==> config.mk <==
export PLATFORM = sky130hd
export DESIGN_NAME = sfla_ctrl
export DESIGN_NICKNAME = d
export VERILOG_FILES = /design/src/rtl/sfla_pkg.sv /design/src/rtl/sfla_ctrl.sv
export SDC_FILE = /design/constraint.sdc
export NUM_CORES = 1
export LEC_CHECK = 0
export BUFFER_PORTS_ARGS = -buffer_cell sky130_fd_sc_hd__clkbuf_2
export CAP_MARGIN = 25
export CORE_AREA = 5 5 42 44
export CTS_BUF_LIST = sky130_fd_sc_hd__clkbuf_4 sky130_fd_sc_hd__clkbuf_8
export DETAILED_ROUTE_END_ITERATION = 10
export DIE_AREA = 0 0 47 49
export SLEW_MARGIN = 20
export SYNTH_ARGS = -nofsm -noshare
export SYNTH_HDL_FRONTEND = slang
export SYNTH_SLANG_ARGS = --single-unit
==> constraint.sdc <==
create_clock -name clk_i -period 1.45 [get_ports clk_i]
set_clock_uncertainty 0.05 [all_clocks]
set_input_delay 0.145 -clock clk_i [delete_from_list [all_inputs] [get_ports clk_i]]
set_output_delay 0.145 -clock clk_i [all_outputs]
set_load 0.02 [all_outputs]
==> src/rtl/sfla_pkg.sv <==
// Shared types and constants of the segregated free-list allocator.
// No dependencies; used by the controller, the datapath and the top level.
package sfla_pkg;

  // Field widths fixed by the request and result formats.
  localparam int unsigned ADDR_W        = 13;
  localparam int unsigned SIZE_W        = 16;
  localparam int unsigned CIU_W         = 7;
  localparam int unsigned LIMIT_W       = 14;
  localparam int unsigned COUNT_W       = 14;
  localparam int unsigned GRANULE_SHIFT = 3;
  localparam int unsigned CFG_IDX_W     = 1;
  localparam int unsigned CFG_DATA_W    = 14;

  localparam int unsigned NUM_CLASSES_DEF   = 64;
  localparam int unsigned POOL_GRANULES_DEF = 8192;
  localparam int unsigned HDR_GRANULES_DEF  = 2;

  localparam logic [CIU_W-1:0]   CIU_RST   = 7'd64;
  localparam logic [LIMIT_W-1:0] LIMIT_RST = 14'd8192;
  localparam logic [COUNT_W-1:0] COUNT_MAX = '1;

  typedef enum logic [1:0] {
    ST_OK        = 2'd0,
    ST_BAD_SIZE  = 2'd1,
    ST_NO_SPACE  = 2'd2,
    ST_BAD_CLASS = 2'd3
  } status_e;

  typedef enum logic [CFG_IDX_W-1:0] {
    CFG_CLASSES_IN_USE = 1'b0,
    CFG_POOL_LIMIT     = 1'b1
  } cfg_idx_e;

  // One free-list descriptor per size class.
  typedef struct packed {
    logic [COUNT_W-1:0] count;
    logic [ADDR_W-1:0]  tail;
    logic [ADDR_W-1:0]  head;
  } list_ent_t;

  localparam int unsigned LIST_W = $bits(list_ent_t);

  typedef struct packed {
    logic    load;          // latch the accepted request
    logic    list_rd_size;  // read list entry of the class given by the size
    logic    hcls_rd;       // read header class of the freed block
    logic    list_rd_hdr;   // read list entry of the class from the header
    logic    clear_next;    // clear next link of the freed block
    logic    hnxt_rd;       // read next link of the list head
    logic    bump;          // bump allocation, result
    logic    pop;           // pop list head, result
    logic    append;        // append at list tail, result
    logic    err;           // error result
    status_e err_code;
  } cmd_t;

  typedef struct packed {
    logic is_free;
    logic size_bad;
    logic addr_bad;
    logic head_empty;
    logic space_ok;
    logic cls_bad;
    logic out_free;
  } sts_t;

endpackage

==> src/rtl/sfla_ctrl.sv <==
// Request sequencer of the allocator: walks each request through its steps.
// Depends on sfla_pkg for the command and status structs.
module sfla_ctrl (
  input  logic          clk_i,
  input  logic          rst_ni,
  input  logic          in_valid_i,
  output logic          in_ready_o,
  input  sfla_pkg::sts_t sts_i,
  output sfla_pkg::cmd_t cmd_o
);

  typedef enum logic [2:0] {
    S_IDLE,
    S_DECODE,
    S_ALLOC_LIST,
    S_POP,
    S_FREE_CLS,
    S_FREE_APPEND
  } state_e;

  state_e state_q, state_d;

  assign in_ready_o = (state_q == S_IDLE);

  // Steps that produce a result wait for a free output register and
  // only then commit their writes.
  always_comb begin
    state_d = state_q;
    cmd_o   = '0;
    case (state_q)
      S_IDLE: begin
        if (in_valid_i) begin
          cmd_o.load = 1'b1;
          state_d    = S_DECODE;
        end
      end
      S_DECODE: begin
        if (sts_i.is_free) begin
          if (sts_i.addr_bad) begin
            if (sts_i.out_free) begin
              cmd_o.err      = 1'b1;
              cmd_o.err_code = sfla_pkg::ST_BAD_CLASS;
              state_d        = S_IDLE;
            end
          end else begin
            cmd_o.hcls_rd = 1'b1;
            state_d       = S_FREE_CLS;
          end
        end else begin
          if (sts_i.size_bad) begin
            if (sts_i.out_free) begin
              cmd_o.err      = 1'b1;
              cmd_o.err_code = sfla_pkg::ST_BAD_SIZE;
              state_d        = S_IDLE;
            end
          end else begin
            cmd_o.list_rd_size = 1'b1;
            state_d            = S_ALLOC_LIST;
          end
        end
      end
      S_ALLOC_LIST: begin
        if (!sts_i.head_empty) begin
          cmd_o.hnxt_rd = 1'b1;
          state_d       = S_POP;
        end else if (sts_i.out_free) begin
          if (sts_i.space_ok) begin
            cmd_o.bump = 1'b1;
          end else begin
            cmd_o.err      = 1'b1;
            cmd_o.err_code = sfla_pkg::ST_NO_SPACE;
          end
          state_d = S_IDLE;
        end
      end
      S_POP: begin
        if (sts_i.out_free) begin
          cmd_o.pop = 1'b1;
          state_d   = S_IDLE;
        end
      end
      S_FREE_CLS: begin
        if (sts_i.cls_bad) begin
          if (sts_i.out_free) begin
            cmd_o.err      = 1'b1;
            cmd_o.err_code = sfla_pkg::ST_BAD_CLASS;
            state_d        = S_IDLE;
          end
        end else begin
          cmd_o.list_rd_hdr = 1'b1;
          cmd_o.clear_next  = 1'b1;
          state_d           = S_FREE_APPEND;
        end
      end
      S_FREE_APPEND: begin
        if (sts_i.out_free) begin
          cmd_o.append = 1'b1;
          state_d      = S_IDLE;
        end
      end
      default: begin
        state_d = S_IDLE;
      end
    endcase
  end

  always_ff @(posedge clk_i or negedge rst_ni) begin
    if (!rst_ni) begin
      state_q <= S_IDLE;
    end else begin
      state_q <= state_d;
    end
  end

endmodule

==> reports/qor.csv, run 1 <==
stage,metric,value,unit
logic_synthesis,synth_top_area_share,21.2,%
global_routing,grt_pass1_wl,2000,um
finish,drive_gt1_share,68.2,%
run_status,violations,setup timing,
clock_network,clkTransAtPathRegs,0.04,ns
floorplan,io_pins,23,
critical_path,arrival,1.45,ns
finish,antenna_cells,0,
global_routing,first_global_vias,488,
clock_network,htree_num_levels,1,
finish,layout.cells.non_filler,101,
finish,mostFrequentLayoutCell,buf_4,
timing,rsz0062_at_grt,true,
critical_path,r2r_end,state_q[1],
clock_network,clock-sinks,3,
critical_path,start_kind,flip-flop,
critical_path,cpMaxStageDelayCell,or4_4,
timing,hold_viol_final,0,
placement,gp_congestion,0.770,
logic_synthesis,synth_compound_area_share,25.1,%
timing,slew_violations,0,
critical_path,path_cells,nand3b_1 > or4_4 > o21ai_2 > buf_6,
run_status,status,finished with violations,
finish,syn_to_final_growth,117,%
routing,drt-wirelength-per-cell,11.9,um
timing,fin_hold_ws,0.187,ns
power_and_ir_drop,ir_drop,903,uV
logic_synthesis,synthAdderAreaFrac,0,%
routing,detailroute.via_count,500,
logic_synthesis,synthCells,47,
logic_synthesis,yosys.area.top_type,dfrtp_1,
global_routing,overflow,0,
finish,nets,96,
finish,largest_reg_flops,3,
critical_path,worst-path-buf-inv,1,
clock_network,cts_tree,done,
logic_synthesis,synthSimpleGateAreaFrac,33.9,%
placement,portBuffers,22,
routing,drtIter0Drc,5,
clock_network,worstSkewPairLatency,0.23,ns
power_and_ir_drop,power_density,1680,nW/um^2
timing,relSlewSlack,83.8,%
logic_synthesis,ys_seq_area_share,21.2,%
timing,setup_ws,-0.195,ns
routing,wl,1200,um
critical_path,reg2reg_from,state_q[0],
global_routing,grt_start_max_net_pins,8,
critical_path,r2r_setup_slack,0.05,ns
finish,final_cell_mix,"buf_4, clkbuf_2, nor2_1, clkbuf_4, buf_6",
critical_path,crit_family,simple AND/OR/NAND/NOR gates,
finish,reg_top3,state_q (3),
logic_synthesis,syn_nets,57,
floorplan,start_util,25.3,%
floorplan,dieArea,2300,um^2
logic_synthesis,synth_area_leaders,"dfrtp_1, o21ai_0, inv_1",
critical_path,reg2regPathDepth,5,
finish,largest_register,state_q,
placement,dp_slack,0.00212,ns
placement,placedCellCount,89,
logic_synthesis,yosysUniqueCellTypes,25,
critical_path,crit_path_max_incr_delay,0.44,ns
critical_path,crit_path_end_kind,output port,
routing,detail-route-antenna-nets,0,
placement,dp_hpwl,861,um
logic_synthesis,synth-seq-cells,3,
flow_run,max_cap_violations,0,
power_and_ir_drop,leakagePower,0.396,nW
clock_network,clock_tree.buffer_depth,2,
logic_synthesis,synth_mux_area_share,7.42,%
worst_hold_path,min_path_type,in2async,
global_routing,grt_util_all_layers,11.4,%
timing,post-route-period-util,113,%
timing,worstMarginPinSlew,0.241,ns
global_routing,antenna_found_initial,0,
logic_synthesis,synthXorXnorAreaFrac,0,%
routing,via_per_inst,4.95,
critical_path,critPathRequiredTime,1.25,ns
logic_synthesis,synth_top_family_by_area,simple AND/OR/NAND/NOR gates,
floorplan,die_h,49,um
routing,route.detailed.drc,0,
logic_synthesis,syn_avg_cell_area,7.53,um^2
logic_synthesis,syn_area,354,um^2
clock_network,clockRootBuffer,clkbuf_4,
power_and_ir_drop,total_power,1.29,mW
finish,utilization,54.8,%
timing,setup_viol,10,
timing,min_period,1.64,ns
floorplan,fp.dieW,47,um
floorplan,coreArea,1400,um^2
floorplan,rows,14,
routing,firstDrtPassIters,4,
timing,fmax,608,MHz
critical_path,crit_type,reg2out,
logic_synthesis,yosysWarnings,0,
critical_path,path_max_fanout,3,
clock_network,numCtsBuffers,3,
-- layer usage --
layer | vias up | track usage (%) | part of all wire (%)
met3 | 0 | 3.32 | 8.2
met5 | - | 0 | 0
met1 | 228 | 15.5 | 41
met4 | 0 | 4.15 | 0
met2 | 22 | 16.5 | 51
li1 | 250 | - | -
-- how the worst max path moves through the flow --
stage	cells after the start	startpoint	to
floorplan	3	state_q[1]	cmd_o[11]
global route	4	state_q[1]	cmd_o[3]
detailed placement	4	state_q[2]	cmd_o[2]
global placement	4	state_q[2]	cmd_o[1]
CTS	4	state_q[2]	cmd_o[2]
finish	4	state_q[2]	cmd_o[2]
-- cells in the mapped netlist --
cell type and n:
o211a_1 1, nor4b_1 2, buf_4 2, a21oi_1 2
inv_1 5, a21o_1 1, a211o_1 2, buf_2 2
mux2_2 1, and2b_1 1, mux2_4 1, nor3_1 3
or2_2 1, dfrtp_1 3, o21ai_0 4, and2_1 1
or4_1 1, and3b_1 1, nand3b_1 1, a211oi_1 1
o311a_1 1, nor2_1 5, nor4_1 2, a31oi_1 1
nand2b_1 2
-- logic make-up (layout without fill, tap and decap cells) --
kind of cell    Yosys count  count (layout)
flops                     3               3
compound gates           13              13
buf+inv                   9              47
mux                       2               2
simple gates             20              20
-- where the power goes --
| part | leakage [nW] | internal [mW] | switching (mW) | total [mW] |
|---|---|---|---|---|
| registers | 0.0374 | 0.120 | 0.0391 | 0.159 |
| logic | 0.341 | 0.505 | 0.459 | 0.964 |
| clock network | 0.0184 | 0.122 | 0.0434 | 0.165 |
| total | 0.396 | 0.747 | 0.542 | 1.29 |
-- area by class of cell --
type                    count  area [um^2]
repair buffers             38          288
multi-input cells          35          333
well taps                  16         20.0
clock buffers               4         30.0
flip-flops and latches      3         76.3
inverters                   5         21.3
fillers                   135          633
-- per-stage QoR --
step           area, um^2  setup TNS [ns]
3_3_place_gp          538               0
4_1_cts               711           -1.63
5_1_grt               768           -2.06
6_report              768           -1.14
2_1_floorplan         373          -0.453
3_5_place_dp          538               0
-- timing repair --
action | 4_1_cts | 5_1_grt
setup endpoints to repair | 11 | 15
endpoints found under the hold margin | 3 | 0
setup buffers | 5 | 4
gates resized for setup | 23 | 25
hold buffers | 1 | 0
pin swaps | 4 | 5
(Power assumes the default switching activity.)
==> run 2, diff against run 1 <==
- ABC_AREA: unset -> 1
- RECOVER_POWER: unset -> 50
==> run 2 against run 1 <==
Against the previous run: the run still ends with setup timing left; combinational power shrank 6.2%; clock power increased by 6%; power fell by 0.18%; wire length fell by 3.7%.
==> reports/qor.csv, run 2 <==
stage,metric,value,unit
run_status,status,finished with violations,
run_status,violations,setup timing,
clock_network,worstSkewPairLatency,0.25,ns
clock_network,clock_tree.buffer_depth,2,
worst_hold_path,min_path_type,in2reg,
clock_network,numCtsBuffers,3,
logic_synthesis,yosysWarnings,0,
clock_network,clkTransAtPathRegs,0.03,ns
finish,reg_top3,state_q (3),
finish,largest_register,state_q,
critical_path,path_max_fanout,5,
timing,setup_viol,5,
logic_synthesis,synth_edf_count,0,
logic_synthesis,synth.most_common_cell,inv_1,
timing,worstMarginPinSlew,0.199,ns
logic_synthesis,yosys.area.top_type,dfrtp_1,
logic_synthesis,ys_seq_area_share,20.7,%
global_routing,grt_start_max_net_pins,8,
worst_hold_path,hold_path_depth,3,
logic_synthesis,syn_avg_cell_area,5.50,um^2
finish,final_cell_mix,"inv_1, nand2_1, clkbuf_2, nand3_1",
critical_path,crit_type,reg2out,
logic_synthesis,ys.flop_type,dfrtp_1,
critical_path,start_kind,flip-flop,
clock_network,clock-sinks,3,
logic_synthesis,syn_area,363,um^2
logic_synthesis,synth_common_cells,"inv_1, nand2_1, nor2_1, nand3_1",
routing,wl,1160,um
global_routing,overflow,0,
floorplan,rows,14,
placement,portBuffers,22,
finish,nets,109,
finish,antenna_cells,0,
critical_path,path_cells,nor3_4 > nand4_1 > nand3_1 > clkbuf_8,
floorplan,io_pins,23,
flow_run,max_cap_violations,0,
worst_hold_path,hold_path.startpoint,in_valid_i,
critical_path,arrival,1.36,ns
critical_path,reg2regPathDepth,9,
timing,relSlewSlack,86.6,%
global_routing,grt_use_met2,17.0,%
floorplan,fp.dieW,47,um
logic_synthesis,synth_area_leaders,"dfrtp_1, inv_1, nand3_1",
global_routing,grt_util_all_layers,10.6,%
logic_synthesis,async_reset_ff_share,100,%
critical_path,cpMaxStageDelayCell,dfrtp_2,
floorplan,die_h,49,um
routing,detailroute.via_count,511,
critical_path,r2r_setup_slack,0.12,ns
clock_network,clockRootBuffer,clkbuf_4,
timing,rsz0062_at_grt,true,
routing,detail-route-antenna-nets,0,
power_and_ir_drop,leakagePower,0.385,nW
critical_path,r2r_end,state_q[0],
critical_path,reg2reg_from,state_q[0],
finish,syn_to_final_growth,95.5,%
timing,fin_hold_ws,0.114,ns
global_routing,antenna_found_initial,0,
critical_path,crit_path_max_incr_delay,0.46,ns
critical_path,crit_family,simple AND/OR/NAND/NOR gates,
logic_synthesis,syn_nets,76,
global_routing,first_global_vias,464,
global_routing,grt_pass1_wl,1750,um
critical_path,crit_path_end_kind,output port,
timing,hold_viol_final,0,
placement,dp_hpwl,836,um
finish,largest_reg_flops,3,
global_routing,top_usage_layer,met2,
timing,setup_ws,-0.102,ns
power_and_ir_drop,ir_drop,925,uV
placement,dp_slack,0.0862,ns
routing,drt-wirelength-per-cell,10.1,um
placement,gp_congestion,0.784,
logic_synthesis,synthCells,66,
global_routing,grt_util_met1,11.2,%
clock_network,cts_tree,done,
finish,drive_gt1_share,53.1,%
logic_synthesis,yosysUniqueCellTypes,15,
critical_path,worst-path-buf-inv,1,
routing,via_per_inst,4.48,
finish,utilization,50.6,%
worst_hold_path,hold-path-endpoint,state_q[0],
timing,post-route-period-util,107,%
logic_synthesis,synth_top_area_share,20.7,%
timing,min_period,1.55,ns
critical_path,critPathRequiredTime,1.25,ns
clock_network,htree_num_levels,1,
routing,drtIter0Drc,12,
power_and_ir_drop,power_density,1810,nW/um^2
floorplan,start_util,25.9,%
logic_synthesis,synth-seq-cells,3,
routing,firstDrtPassIters,4,
routing,route.detailed.drc,0,
timing,slew_violations,0,
floorplan,dieArea,2300,um^2
floorplan,coreArea,1400,um^2
global_routing,grt.met3_usage,2.58,%
timing,fmax,644,MHz
[run 2: cell types whose count changed in the layout (fill, tap and decap cells not counted), moves of 3 or more]
cell	delta
buf_4	-12
inv_1	+6
inv_2	+4
nand2_1	+10
nand2_2	+3
nand3_1	+9
nand4_1	+3
nor2_1	+3
nor2_4	+4
[run 2: tightest hold or removal path: stages]
cell and delay [ns]:
clkbuf_2 0.09, nor2_1 0.04, nor2_1 0.09
[run 2: power by group]
part | internal, mW | total [mW] | leakage [nW] | switching, mW
sequential | 0.127 | 0.207 | 0.0362 | 0.0798
combinational | 0.403 | 0.904 | 0.331 | 0.502
clock | 0.122 | 0.175 | 0.0184 | 0.0523
[run 2: final cells by class]
class                   instances  area [um^2]
clock buffers                   4         30.0
fillers                       144          692
inverters                      16         65.1
multi-input cells              46          277
flip-flops and latches          3         77.6
well taps                      16         20.0
repair buffers                 29          240
[run 2: repair_timing]
action | CTS | global route
hold buffers | 1 | 0
pin swaps | 6 | 7
buffers inserted | 5 | 1
endpoints found under the hold margin | 3 | 0
endpoints found under the setup margin | 10 | 11
resized for setup | 24 | 27
[run 2: metal layers]
layer	vias up	wire length [um]
met5	-	0
met4	0	22
met3	3	42
met2	13	628
met1	226	464
li1	269	-
[run 2: how the worst max path moves through the flow]
stage	startpoint	to	slack, ns	cells after the start
after floorplan	state_q[2]	cmd_o[5]	0.05	3
after global routing	state_q[0]	cmd_o[1]	-0.17	4
final	state_q[0]	cmd_o[2]	-0.10	4
after detailed placement	state_q[2]	cmd_o[1]	0.09	4
after global placement	state_q[2]	cmd_o[2]	0.1	4
after CTS	state_q[1]	cmd_o[2]	-0.09	6
[run 2: per-stage QoR]
stage | instances | power (mW) | TNS [ns] | cell area, um^2
finish | 114 | 1.29 | -0.272 | 709
global route | 114 | 1.38 | -0.800 | 709
CTS | 113 | 1.13 | -0.378 | 638
detailed placement | 103 | 0.748 | 0 | 485
global placement | 103 | 0.746 | 0 | 485
floorplan | 66 | 0.592 | 0 | 363
[run 2: cell families after synthesis]
group,share of synthesized area [%]
AO/OA/AOI/OAI,3.45
buffers and inverters,18.6
flip-flops,20.7
AND/OR/NAND/NOR,57.2
==> run 3, diff against run 2 <==
- ABC_AREA: 1 -> unset
==> run 3 against run 2 <==
Against the previous run: the run still ends with setup timing left; critical path depth is the same; power grew 0.15%; clock-buffer cell count is the same; critical path type unchanged; largest cell class unchanged; largest power group unchanged; highest routed layer is now met3.
==> reports/qor.csv, run 3 (synthesis results as in run 1) <==
stage,metric,value,unit
run_status,status,finished with violations,
run_status,violations,setup timing,
floorplan,rows,14,
critical_path,start_kind,flip-flop,
critical_path,crit_path_max_incr_delay,0.44,ns
floorplan,fp.dieW,47,um
routing,detail-route-antenna-nets,0,
timing,fmax,608,MHz
routing,drt-wirelength-per-cell,11.9,um
global_routing,overflow,0,
routing,route.detailed.drc,0,
placement,dp_hpwl,861,um
power_and_ir_drop,total_power,1.29,mW
finish,register_area,76.3,um^2
global_routing,first_global_vias,488,
timing,relSlewSlack,83.8,%
critical_path,crit_type,reg2out,
global_routing,antenna_found_initial,0,
power_and_ir_drop,power_density,1680,nW/um^2
timing,setup_ws,-0.195,ns
floorplan,io_pins,23,
timing,slew_violations,0,
clock_network,cts_tree,done,
timing,rsz0062_at_grt,true,
routing,firstDrtPassIters,4,
clock_network,clkTransAtPathRegs,0.04,ns
global_routing,grt_pass1_wl,2000,um
timing,hold_viol_final,0,
clock_network,clock_tree.buffer_depth,2,
finish,mostFrequentLayoutCell,buf_4,
timing,fin_hold_ws,0.195,ns
floorplan,dieArea,2300,um^2
placement,gp_congestion,0.770,
finish,nFillCells,136,
finish,antenna_cells,0,
power_and_ir_drop,ir_drop,903,uV
timing,setup_viol,10,
critical_path,path_max_fanout,3,
clock_network,clockRootBuffer,clkbuf_4,
finish,reg_top3,state_q (3),
finish,syn_to_final_growth,117,%
clock_network,worstSkewPairLatency,0.23,ns
global_routing,grt_start_max_net_pins,8,
critical_path,arrival,1.45,ns
floorplan,die_h,49,um
critical_path,critPathRequiredTime,1.25,ns
routing,drtIter0Drc,5,
finish,largest_register,state_q,
timing,min_period,1.65,ns
finish,final_cell_mix,"buf_4, clkbuf_2, nor2_1, clkbuf_4, buf_6",
finish,largest_reg_flops,3,
routing,detailroute.via_count,500,
routing,wl,1200,um
clock_network,clock-sinks,3,
placement,dp_slack,0.00212,ns
clock_network,htree_num_levels,1,
floorplan,start_util,25.3,%
routing,via_per_inst,4.95,
floorplan,coreArea,1400,um^2
timing,post-route-period-util,113,%
worst_hold_path,min_path_type,in2async,
clock_network,numCtsBuffers,3,
placement,portBuffers,22,
flow_run,max_cap_violations,0,
power_and_ir_drop,leakagePower,0.394,nW
timing,worstMarginPinSlew,0.241,ns
finish,multi_input_area,333,um^2
finish,drive_gt1_share,67.1,%
finish,nets,96,
critical_path,path_cells,nand3b_1 > or4_4 > o21ai_2 > buf_6,
critical_path,cpMaxStageDelayCell,or4_4,
critical_path,crit_path_end_kind,output port,
global_routing,grt_util_all_layers,11.4,%
-- run 3: critical path, delay by kind of cell, from the launching register on --
kind            cells  cell delay, ns
buf+inv             1            0.13
compound gates      1            0.08
simple gates        2            0.62
flops               1            0.39
-- run 3: layout make-up --
cell class,count,share of cell area (%)
well taps,16,2.61
clock buffers,4,3.92
multi-input cells,35,43.4
flip-flops and latches,3,9.95
inverters,5,2.77
repair buffers,38,37.4
-- run 3: worst paths after layout --
path | startpoint | end | slack [ns] | cells past startpoint
setup / recovery | state_q[2] | cmd_o[2] | -0.20 | 4
hold / removal | rst_ni | state_q[2] | 0.20 | 2
setup reg to reg | state_q[0] | state_q[1] | 0.05 | 5
hold reg to reg | state_q[1] | state_q[2] | 0.61 | 2
max in group asynchronous | rst_ni | state_q[0] | 0.98 | 2
min in group clk_i | in_valid_i | state_q[0] | 0.23 | 3
-- run 3: stage by stage --
step / utilization, % / std cells / TNS, ns / cell area (um^2)
6_report: 54.7 / 101 / -1.14 / 767
5_1_grt: 54.7 / 101 / -2.06 / 767
4_1_cts: 50.7 / 99 / -1.63 / 711
3_5_place_dp: 38.4 / 89 / 0 / 538
3_3_place_gp: 38.4 / 89 / 0 / 538
2_1_floorplan: - / 47 / -0.453 / 373
-- run 3: report_power, final --
part | internal [mW] | switching [mW]
clock network | 0.122 | 0.0434
logic | 0.504 | 0.459
registers | 0.120 | 0.0391
-- run 3: per-layer routing --
layer	wire, um	vias to the layer above	global-route usage [%]
li1	-	250	-
met1	489	228	15.5
met2	614	22	16.5
met3	98	0	3.32
met4	0	0	4.15
met5	0	-	0
-- run 3: what timing repair did --
action / CTS / global route
hold endpoints to repair: 3 / 0
hold buffers: 1 / 0
endpoints found under the setup margin: 11 / 15
pin swaps: 4 / 5
resized for setup: 23 / 25
setup buffers: 5 / 4
